===== src/sv/tdpt_pkg.sv =====
// ----------------------------------------------------------------------------
// tdpt_pkg
// Shared types and constants of the trial division prime test.
// ----------------------------------------------------------------------------
`timescale 1ns / 1ps

package tdpt_pkg;

  // First divisor tried.
  localparam int unsigned FIRST_DIVISOR = 2;

  typedef enum logic [2:0] {
    ST_IDLE,
    ST_CHECK,
    ST_DIV,
    ST_JUDGE,
    ST_DONE_P,
    ST_DONE_N
  } state_e;

  // Controller to datapath.
  typedef struct packed {
    logic load;         // capture candidate, restart divisor
    logic div_start;    // clear remainder, arm bit counter
    logic div_step;     // one restoring remainder step
    logic next_div;     // d += 1, d*d tracked incrementally
    logic result_load;  // write output register
    logic result_val;   // flag written on result_load
  } cmd_t;

  // Datapath to controller.
  typedef struct packed {
    logic n_lt2;     // candidate is zero or one
    logic sq_gt_n;   // d*d > candidate
    logic div_last;  // current step is the last remainder step
    logic rem_zero;  // remainder is zero
    logic out_free;  // output register can take a result this cycle
  } status_t;

endpackage


===== src/sv/tdpt_dp.sv =====
// ----------------------------------------------------------------------------
// tdpt_dp
// Datapath: candidate, divisor, divisor square, remainder unit, output reg.
// ----------------------------------------------------------------------------
`timescale 1ns / 1ps

module tdpt_dp #(
  parameter int unsigned NUM_WIDTH = 31
) (
  input  logic                 clk_i,
  input  logic                 rst_ni,
  input  logic [NUM_WIDTH-1:0] candidate_i,
  input  logic                 out_ready_i,
  output logic                 out_valid_o,
  output logic                 prime_flag_o,
  input  tdpt_pkg::cmd_t       cmd_i,
  output tdpt_pkg::status_t    status_o
);
  import tdpt_pkg::*;

  localparam int unsigned CNT_W = $clog2(NUM_WIDTH);

  logic [NUM_WIDTH-1:0] n_q, d_q, rem_q;
  logic [NUM_WIDTH:0]   sq_q;   // d*d, below 2^(NUM_WIDTH+1) while in use
  logic [CNT_W-1:0]     cnt_q;
  logic                 out_valid_q, flag_q;

  logic [NUM_WIDTH:0] rem_shift, d_ext, rem_diff;

  assign d_ext     = {1'b0, d_q};
  assign rem_shift = {rem_q, n_q[cnt_q]};
  assign rem_diff  = rem_shift - d_ext;

  always_ff @(posedge clk_i) begin
    if (cmd_i.load) begin
      n_q  <= candidate_i;
      d_q  <= NUM_WIDTH'(FIRST_DIVISOR);
      sq_q <= (NUM_WIDTH+1)'(FIRST_DIVISOR * FIRST_DIVISOR);
    end else if (cmd_i.next_div) begin
      d_q  <= d_q + NUM_WIDTH'(1);
      sq_q <= sq_q + {d_q, 1'b1};   // (d+1)^2 = d^2 + 2d + 1
    end
    if (cmd_i.div_start) begin
      rem_q <= '0;
      cnt_q <= CNT_W'(NUM_WIDTH - 1);
    end else if (cmd_i.div_step) begin
      // restoring step, candidate bits MSB first
      rem_q <= (rem_shift >= d_ext) ? rem_diff[NUM_WIDTH-1:0] : rem_shift[NUM_WIDTH-1:0];
      cnt_q <= cnt_q - CNT_W'(1);
    end
    if (cmd_i.result_load) flag_q <= cmd_i.result_val;
  end

  always_ff @(posedge clk_i or negedge rst_ni) begin
    if (!rst_ni) begin
      out_valid_q <= 1'b0;
    end else if (cmd_i.result_load) begin
      out_valid_q <= 1'b1;
    end else if (out_ready_i) begin
      out_valid_q <= 1'b0;
    end
  end

  assign out_valid_o  = out_valid_q;
  assign prime_flag_o = flag_q;

  assign status_o.n_lt2    = (n_q[NUM_WIDTH-1:1] == '0);
  assign status_o.sq_gt_n  = (sq_q > {1'b0, n_q});
  assign status_o.div_last = (cnt_q == '0);
  assign status_o.rem_zero = (rem_q == '0);
  assign status_o.out_free = !out_valid_q || out_ready_i;

endmodule


===== config.mk =====
export PLATFORM = sky130hd
export DESIGN_NAME = tdpt_dp
export DESIGN_NICKNAME = d
export VERILOG_FILES = /design/src/sv/tdpt_pkg.sv /design/src/sv/tdpt_dp.sv
export SDC_FILE = /design/constraint.sdc
export NUM_CORES = 1
export LEC_CHECK = 0
export BUFFER_PORTS_ARGS = -buffer_cell sky130_fd_sc_hd__buf_2
export CAP_MARGIN = 10
export CORE_UTILIZATION = 30
export DETAILED_ROUTE_END_ITERATION = 16
export GPL_TIMING_DRIVEN = 0
export HOLD_SLACK_MARGIN = 0.08
export SYNTH_ARGS = -nofsm -noshare
export SYNTH_HDL_FRONTEND = slang
export SYNTH_SLANG_ARGS = --single-unit

===== constraint.sdc =====
create_clock -name clk_i -period 6.3 [get_ports clk_i]
set_clock_uncertainty 0.05 [all_clocks]
set_input_delay 0.945 -clock clk_i [delete_from_list [all_inputs] [get_ports clk_i]]
set_output_delay 0.945 -clock clk_i [all_outputs]
set_load 0.03 [all_outputs]

### After elaboration in Yosys (flattened, before gate mapping)

Index checks and enable logic that the tools add are counted.

| cells by class | value |
|---|---|
| add/subtract/negate cells | 4 |
| $mul | 0 |
| divide/modulo/power cells | 0 |
| magnitude comparators | 3 |
| equality and inequality tests | 0 |
| shift operators | 0 |
| mux-type cells | 5 |
| bitwise gates (word level) | 0 |
| reduce and logical (&&, ||, !) cells | 6 |

Operators by type and width:

| cell | number |
|---|---|
| 32-bit adder | 1 |
| 32-bit by 31-bit >= comparator with 1-bit output | 1 |
| 32-bit by 31-bit greater-than comparator with 1-bit output | 1 |
| 31-bit by 1-bit adder with 31-bit output (second input constant) | 1 |
| 31-bit logical NOT | 1 |
| 31-bit two-way mux | 1 |
| 31-bit subtractor | 1 |
| 30-bit logical NOT | 1 |
| 5-bit by 6-bit less-than comparator with 1-bit output (second input constant) | 1 |
| 1-bit binary-select mux with 5-bit select | 1 |
| 5-bit logical NOT | 1 |
| 5-bit by 1-bit subtractor with 5-bit output (second input constant) | 1 |
| 1-bit two-way mux | 3 |
| 2-bit nonzero test | 1 |
| 1-bit logical NOT | 1 |
| 1-bit logical OR | 1 |

| word-level totals | value |
|---|---|
| flip-flop bits (word level) | 132 |
| bits in latches | 0 |
| bits in writable memories | 0 |
| bits in read-only memories | 0 |
| output and inout port bits | 7 |
| logic and storage cells | 25 |
| memories | 0 |

### Longest topological paths before layout

| depth | value |
|---|---|
| depth in word-level cells | 4 |
| mapped depth | 20 |

### Worst setup path before layout

No wires, ideal clock.

| timing path | value |
|---|---|
| path kind | reg2reg |
| start point | register cnt_q[0] |
| end point | register rem_q[10] |
| setup time | 137 ps |
| arrival | 4282 ps |
| required time | 6113 ps |
| slack | 1830 ps |
| cell stages (with the launch flop) | 18 |
| clock period less this slack | 4470 ps |
| cell sequence | dfxtp_1 > buf_1 > mux4_2 > mux4_2 > mux2i_1 > ha_1 > inv_1 > fa_1 > a21oi_1 > o21ai_1 > a21oi_1 > o21ai_1 > a41o_1 > o21ai_2 > clkbuf_1 > nor2_1 > a21oi_1 > a211oi_1 |

| on the way | value |
|---|---|
| cells in the longest elaborated chain, start to end | 4 |

RTL lines:

| what | line | RTL |
|---|---|---|
| start, declared | tdpt_dp.sv:25 | `logic [CNT_W-1:0] cnt_q;` |
| start signal, assigned | tdpt_dp.sv:45 | `cnt_q <= CNT_W'(NUM_WIDTH - 1);` |
| start signal, assigned | tdpt_dp.sv:49 | `cnt_q <= cnt_q - CNT_W'(1);` |
| 1-bit binary-select mux with 5-bit select (*) | tdpt_dp.sv:31 | `assign rem_shift = {rem_q, n_q[cnt_q]};` |
| 1-bit two-way mux (not written as such) (*) | tdpt_dp.sv:31 |  |
| 31-bit subtractor / 32-bit by 31-bit >= comparator with 1-bit output (equally long branches) | tdpt_dp.sv:32, tdpt_dp.sv:48 |  |
| 31-bit two-way mux (*) | tdpt_dp.sv:48 | `rem_q <= (rem_shift >= d_ext) ? rem_diff[NUM_WIDTH-1:0] : rem_shift[NUM_WIDTH-1:0];` |
| end signal, assigned | tdpt_dp.sv:48 |  |
| end, declared | tdpt_dp.sv:23 | `logic [NUM_WIDTH-1:0] n_q, d_q, rem_q;` |

Every way passes the cells marked *; elsewhere a longest branch is shown, timed or not. The select of a mux whose other input is x is not followed.
A chain may end at the register's enable or synchronous reset.

### Final worst setup path

Same ends and word-level chain as after synthesis.

==> summary.md <==
| Metric | Value |
|---|---|
| Status | `complete, no violations` |
| Max Cap Viol | `0` |
| Row count | `64` |
| Setup CP Type | `reg2reg` |
| Setup Fix Bufs, Post-CTS | `0` |
| Final Power | `4.16 mW` |
| Mapped Area | `9390 sq um` |
| Slew Limit Headroom | `0.409` |
| CP Capture Type | `flip-flop` |
| Fraction of layout instances using a drive strength above 1 | `0.0976` |
| Clock root cell | `clkbuf_16` |
| Worst Setup SP | `cnt_q[0]` |
| Post-synth net total | `1218` |
| Post-synth ARST share | `0.00758` |
| Grt ovf | `0` |
| Iteration-0 DRC Markers | `589` |
| Post-synthesis instance total | `about 1100` |
| Worst VDD drop | `~370 uV` |
| # setup viols final | `0` |
| Synthesized area per cell | `approximately 8.7 sq um` |
| Final critical-path share of the clock period | `0.907` |
| Mean routed wirelength per cell | `16.2 um` |
| Synth Area in Simple Gates | `0.168` |
| P_sw | `around 1.8 mW` |
| Hold_buf cts | `0` |
| Adder-cell share of the synthesized area | `0.130` |
| Htree depth | `4` |
| Area delta synth->final | `13.5%` |
| Worst hold path class | `in2async` |
| Slew Limit Fails | `0` |
| First-pass GRT wire length | `40400 um` |
| Register area | `about 3000 sq um` |
| CTS Buffer Depth | `2` |
| CTS Sinks | `roughly 130` |
| Post-synth EDFFs | `32` |
| Core Region | `30700 sq um` |
| Post-synthesis register bit count | `132` |
| Yosys warning total | `0` |
| Largest family of logic cells by synthesized area | `compound AO/OA/AOI/OAI gates` |
| Final hold viol count | `0` |
| Clock share of power | `0.227` |
| Total track usage | `0.163` |
| Diode count | `0` |
| Switching Fraction | `0.431` |
| Vias in the first global route | `7758` |
| Max FO, Critical Path | `10` |
| Routed wire length | `25200 um` |
| Multi-input gate area | `5920 sq um` |
| FF-to-FF Start | `cnt_q[0]` |
| Remaining antenna violation count | `0` |
| CP Data Arrival Time | `5.95 ns` |
| Core Util, Final | `0.347` |
| Synth Flop Type | `dfxtp_1` |
| Synth cell types | `between 70 and 80` |
| Compound-gate portion of the synthesized area | `0.205` |
| Final HPWL from detailed placement | `19700 um` |
| Synth Area in XOR/XNOR | `0.0774` |
| DRC | `0` |
| Max Clk Rate | `175 MHz` |
| Via count | `8074` |
| Final Critical Period | `approximately 5.7 ns` |
| CP Launch Type | `flip-flop` |
| Worst-margin pin slew | `just under 0.9 ns` |
| R2R depth | `17` |
| Setup TNS | `0 ns` |
| Boundary pin count | `47` |
| Vias/cell | `5.20` |
| RSZ-0062 raised after global routing | `false` |
| Drt first pass iters | `5` |
| Initial core utilization | `0.306` |
| Clock-pin slew on the worst setup and hold paths | `0.06 ns` |
| Filler Cells Inserted | `between 3000 and 4000` |
| Power Density | `391 nW/um^2` |
| Initial antenna violation count | `0` |
| Sequential fraction of the synthesis area | `0.316` |
| Leakage | `4.67 nW` |
| Worst setup endpoint | `rem_q[10]` |
| Die area | `32000 sq um` |
| # port buffers | `44` |
| TritonCTS Buffers | `17` |
| Pin count of the biggest net entering global routing | `34` |
| Comb power frac | `0.509` |
| Int Pwr | `2.37 mW` |
| Die Wd | `179 um` |
| Sequential fraction of design power | `0.265` |
| Critical path data required time | `6.53 ns` |
| Layout Nets | `roughly 1300` |
| Cts repair resizes | `0` |
| R2r endpoint | `rem_q[10]` |
| Post-synthesis mux area share | `0.0505` |
| Final GP Congestion | `0.898` |
| TritonCTS clock tree | `done` |
| R2r setup slk | `0.59 ns` |
| Later-pin clock latency in the skew report | `0.44 ns` |
| Die Span Y | `179 um` |
[placed cells by master (no fill, tap or decap), drive strengths merged, types with 39 or more instances in the layout]
master	synthesis	layout
inv	83	90
nand2	76	76
nor2	124	124
a21oi	85	85
clkbuf	23	41
o21ai	39	39
buf	10	54
a21o	48	48
xnor2	60	60
ha	94	94
dfxtp	99	99
[cells by family after synthesis]
group,after synthesis
muxes,36
and+or+nand+nor,331
buffers and inverters,118
adders and majority gates,96
AOI/OAI and AO/OA,286
DFF,132
xor gates and xnor gates,83
[cells in the mapped netlist, types with 9 or more instances]
library cell	instances	area [sq um]
edfxtp_1	32	961
o211ai_1	14	105
nand4_1	23	144
mux4_2	9	203
inv_1	83	312
nor3_1	18	90.1
xnor2_1	60	526
ha_1	94	1180
a31oi_1	10	62.6
mux2i_1	26	260
nand2_1	76	285
o21a_1	11	82.6
a21o_1	47	353
nor2b_1	10	62.6
xor2_1	23	201
clkbuf_1	20	75.1
a21oi_1	84	420
nor2_1	124	465
a211oi_1	22	165
nor4_1	18	113
o21bai_1	10	75.1
o21ai_0	30	150
dfxtp_1	99	1980
nand3_1	19	95.1
[per-stage QoR]
step | instance area (sq um) | setup slack, ns | hold WS [ns] | instances
after CTS | 10700 | 0.569 | 0.214 | 1554
after detailed placement | 10100 | 0.616 | 0.451 | 1522
final | 10700 | 0.586 | 0.231 | 1554
after global routing | 10700 | 0.237 | 0.221 | 1554
after floorplan | 9390 | 1.83 | 0.412 | 1082
after global placement | 10100 | 0.632 | 0.438 | 1522
[sequential cells by signal, summed over array words and instances (netlist names)]
| register | count |
|---|---|
| rem_q | 31 |
| d_q | 31 |
| n_q | 31 |
| cnt_q | 5 |
| out_valid_o | 1 |
| sq_q | 32 |
| prime_flag_o | 1 |
[critical path, stage by stage, from the launching register on]
cell	delay [ns]
dfxtp_1	0.45
buf_1	0.62
mux4_2	0.61
mux4_2	0.50
mux2i_1	0.34
ha_1	0.25
inv_1	0.05
fa_1	0.41
a21oi_1	0.19
o21ai_1	0.10
a21oi_1	0.31
o21ai_1	0.21
a41o_1	0.34
o21ai_2	0.29
clkbuf_1	0.48
nor2_1	0.11
a21oi_1	0.15
a211oi_1	0.09
[worst min path at each step]
stage	startpoint	endpoint	slack, ns	cells after the start
final	rst_ni	out_valid_o	0.23	1
after global routing	rst_ni	out_valid_o	0.22	1
after CTS	rst_ni	out_valid_o	0.21	1
after detailed placement	out_valid_o	out_valid_o	0.45	2
after global placement	out_valid_o	out_valid_o	0.44	2
after floorplan	sq_q[25]	sq_q[25]	0.41	2
[per-layer routing]
layer	vias to the layer above	track usage	part of all wire	wire [um]
li1	4055	-	-	-
met1	3798	0.221	0.47	11900
met2	189	0.260	0.46	11600
met3	32	0.0242	0.042	1050
met4	0	0.0625	0.021	520
met5	-	0	0	0
[power groups by stage]
stage	Combinational [mW]	Clock (mW)	Sequential, mW
5_1_grt	2.35	0.994	1.12
6_report	2.12	0.944	1.10
3_3_place_gp	2.07	0	1.12
4_1_cts	2.10	0.960	1.10
2_1_floorplan	1.63	0	1.07
3_5_place_dp	2.08	0	1.12
[area by class of cell]
class | count | area share
tap | 396 | 0.0465
sequential | 132 | 0.279
multi-input combinational | 832 | 0.555
timing repair buffer | 44 | 0.0207
clock buffer | 18 | 0.0403
clock inverter | 14 | 0.0113
buffer | 34 | 0.0176
inverter | 84 | 0.0296
Note: power is estimated with default switching activity, not from simulation.
